==> config.mk <==
export PLATFORM = sky130hd
export DESIGN_NAME = hcbp_ram
export DESIGN_NICKNAME = d
export VERILOG_FILES = /design/src/hdl/hcbp_ram.sv
export SDC_FILE = /design/constraint.sdc
export NUM_CORES = 1
export LEC_CHECK = 0
export ABC_AREA = 1
export CORE_MARGIN = 4
export CORE_UTILIZATION = 35
export DETAILED_ROUTE_END_ITERATION = 6
export DONT_BUFFER_PORTS = 1
export PLACE_DENSITY = 0.55
export RECOVER_POWER = 25
export SKIP_LAST_GASP = 1
export SYNTH_ARGS = -nofsm -noshare
export SYNTH_HDL_FRONTEND = slang
export SYNTH_SLANG_ARGS = --single-unit
==> constraint.sdc <==
create_clock -name clock -period 1.1 [get_ports clock]
set_input_delay 0.11 -clock clock [delete_from_list [all_inputs] [get_ports clock]]
set_output_delay 0.11 -clock clock [all_outputs]
set_load 0.005 [all_outputs]
==> src/hdl/hcbp_ram.sv <==
// generic single-port-write, single-port-read ram with registered read
// no dependencies; used for the code table
module hcbp_ram #(
   parameter int WIDTH = 8,
   parameter int DEPTH = 16
) (
   input  logic                     clock,
   input  logic                     wr_en,
   input  logic [$clog2(DEPTH)-1:0] wr_addr,
   input  logic [WIDTH-1:0]         wr_data,
   input  logic                     rd_en,
   input  logic [$clog2(DEPTH)-1:0] rd_addr,
   output logic [WIDTH-1:0]         rd_data
);

   logic [WIDTH-1:0] mem_ff [DEPTH];

   always_ff @(posedge clock) begin
      if (wr_en) begin
         mem_ff[wr_addr] <= wr_data;
      end
      if (rd_en) begin
         rd_data <= mem_ff[rd_addr];
      end
   end

endmodule

==> metrics <==
status=finished clean; Layout area overhead=19.82%; Slew headroom=46.04%; first-pass GRT wire length=22.17 mm; CP startpoint kind=register; grt ovf=0; WP data required=1.28 ns; most frequent cells in the layout=nand2_1, edfxtp_1, inv_1, nand3_1, nand3_2; row count=46; crit share post-route=97.94%; Achievable Freq=928.2 MHz; Die ar.=18840 µm²; TNS Setup=0 ns; Post-Syn Area=5847 µm²; WL/cell=17.39 µm; # IOs=27; Die W=137.3 µm; power per cell area=1833 nW/µm²; final-report hold violation count=0; core area=16120 µm²; wl on met1=6.082 mm; Routability Congestion=0.8303; starting density of the core=36.28%; worst-path cell chain=inv_1 -> nand2_1 -> nand3_1 -> nand3_1 -> nand3_1 -> nand2_2; Top Layer Used=met4; vias in the first global route=3855; Clock Latency Late Sink=0.42 ns; largest cells by area after synthesis=edfxtp_1, nand2_1, nand3_1; Slew Viols, Final=0; largest net degree at the start of global routing=66; DR vias=3814; Warnings, synthesis=0; first-pass detailed-route iteration total=4; share of post-route cells with drive strength above 1=11.13%; Crit Path Class=reg -> reg; critical path's largest stage delay=0.37 ns; Multi-input gate area=1319 µm²; Worst Clk Skew=0.004977 ns; Mapped Avg Cell Area=10.61 µm²; fin crit period=1.077 ns; Inserted Clock Buffers=17; Leak=2.930 nW; Detail Placement HPWL=8.775 mm; DRC errors left=0; number of max-cap violations=0; Overall Global Routing Usage=16.32%; Crit path top cell by count=nand3_1; Worst Path Arrival=1.25 ns; worst vdd ir=1119 µV; Cells after Synth=551; worst min path class=in -> reg; post-synth net total=570; worst slew pin tran=0.8067 ns; sequential cell area=4084 µm²; Seq/Total Area, Yosys=69.85%; Yosys top cell by area=edfxtp_1; CTS tree=yes; setup violators final=0; hold_ws=0.01674 ns; TritonCTS Sinks=136; n_diodes=0; most common cell after layout, fill and taps aside=nand2_1; clock-pin slew on the worst setup and hold paths=0.06 ns; synthesis-stage register bit count=136; Met2 Wirelength=6.638 mm; Routed Antenna Nets=0; 1st-iter DRT viols=297; root buf cell=clkbuf_16; Synth top area share=69.85%; drt via density=4.714; Die Y=137.3 µm; Distinct cells, synth=11; # nets final=599; RSZ-0062 raised after global routing=true; H-tree depth reported by CTS=4; Worst Setup End Kind=register; PortBufs=0; initial antenna violation count=0; Fillers=1525; Total Wirelength=14.07 mm; WL met3=987 µm; CTS max path bufs=2; worst-path maximum fanout=1; Worst path slowest cell=edfxtp_1
Yosys cell counts:
cell,number
buf_2,13
buf_1,1
inv_1,100
buf_6,6
nand2_1,173
nand3b_1,2
buf_4,4
nor2_1,17
inv_2,2
edfxtp_1,136
nand3_1,97
flip-flops by register name, indices dropped and copies added (netlist names):
register / cells
mem_ff: 128
rd_data: 8
worst paths after layout:
kind                  from         end  slack [ns]  depth (start not counted)
max          mem_ff[15][1]  rd_data[1]        0.02                          6
min             rd_addr[2]  rd_data[4]        0.02                          3
max reg2reg  mem_ff[15][1]  rd_data[1]        0.02                          6
min reg2reg   mem_ff[4][4]  rd_data[4]        0.75                          6
cell type report:
cell class | count | share of cell area, %
Multi-Input combinational cell | 289 | 18.82
Sequential cell | 136 | 58.30
Timing Repair Buffer | 34 | 4.161
Tap cell | 216 | 3.858
Inverter | 102 | 5.465
Clock buffer | 18 | 6.126
Clock inverter | 14 | 3.268
report_power, final:
| part | switching, mW | total [mW] | internal [mW] |
|---|---|---|---|
| logic | 0.424 | 0.639 | 0.215 |
| registers | 0.0450 | 5.89 | 5.84 |
| clock network | 2.09 | 6.31 | 4.22 |
| total | 2.56 | 12.8 | 10.3 |
stage by stage:
step | worst slack [ns] | util, % | power [mW] | area [µm²] | std cells
2_1_floorplan | 0.03916 | - | 6.384 | 5847 | 551
3_3_place_gp | -0.04906 | 38.18 | 6.470 | 6153 | 765
3_5_place_dp | -0.08190 | 38.18 | 6.476 | 6153 | 765
4_1_cts | 0.003342 | 43.12 | 12.92 | 6949 | 808
5_1_grt | -0.04779 | 43.47 | 13.29 | 7005 | 809
6_report | 0.02261 | 43.47 | 12.84 | 7005 | 809
layer usage:
layer	track usage (%)	up-vias
met5	0	-
met4	7.483	0
met3	4.237	26
met2	24.96	103
met1	21.86	1846
li1	-	1839
logic make-up (layout without fill, tap and decap cells):
logic type    Yosys count  count (layout)  share of synthesized area, %
flops                 136             136                         69.85
buf+inv               126             168                         9.394
simple gates          289             289                         20.76
what timing repair did:
action	in CTS	in global routing
gates resized for setup	6	17
pin swaps	2	23
hold endpoints to repair	144	3
endpoints found under the setup margin	3	8
hold buffers	11	1
setup buffers	0	0
worst max-delay path: cells and delay by family, from the launching register on:
family,cells,cell delay [ns]
buf+inv,1,0.07
simple gates,5,0.39
flops,1,0.37
Note: power is estimated with default switching activity, not from simulation.
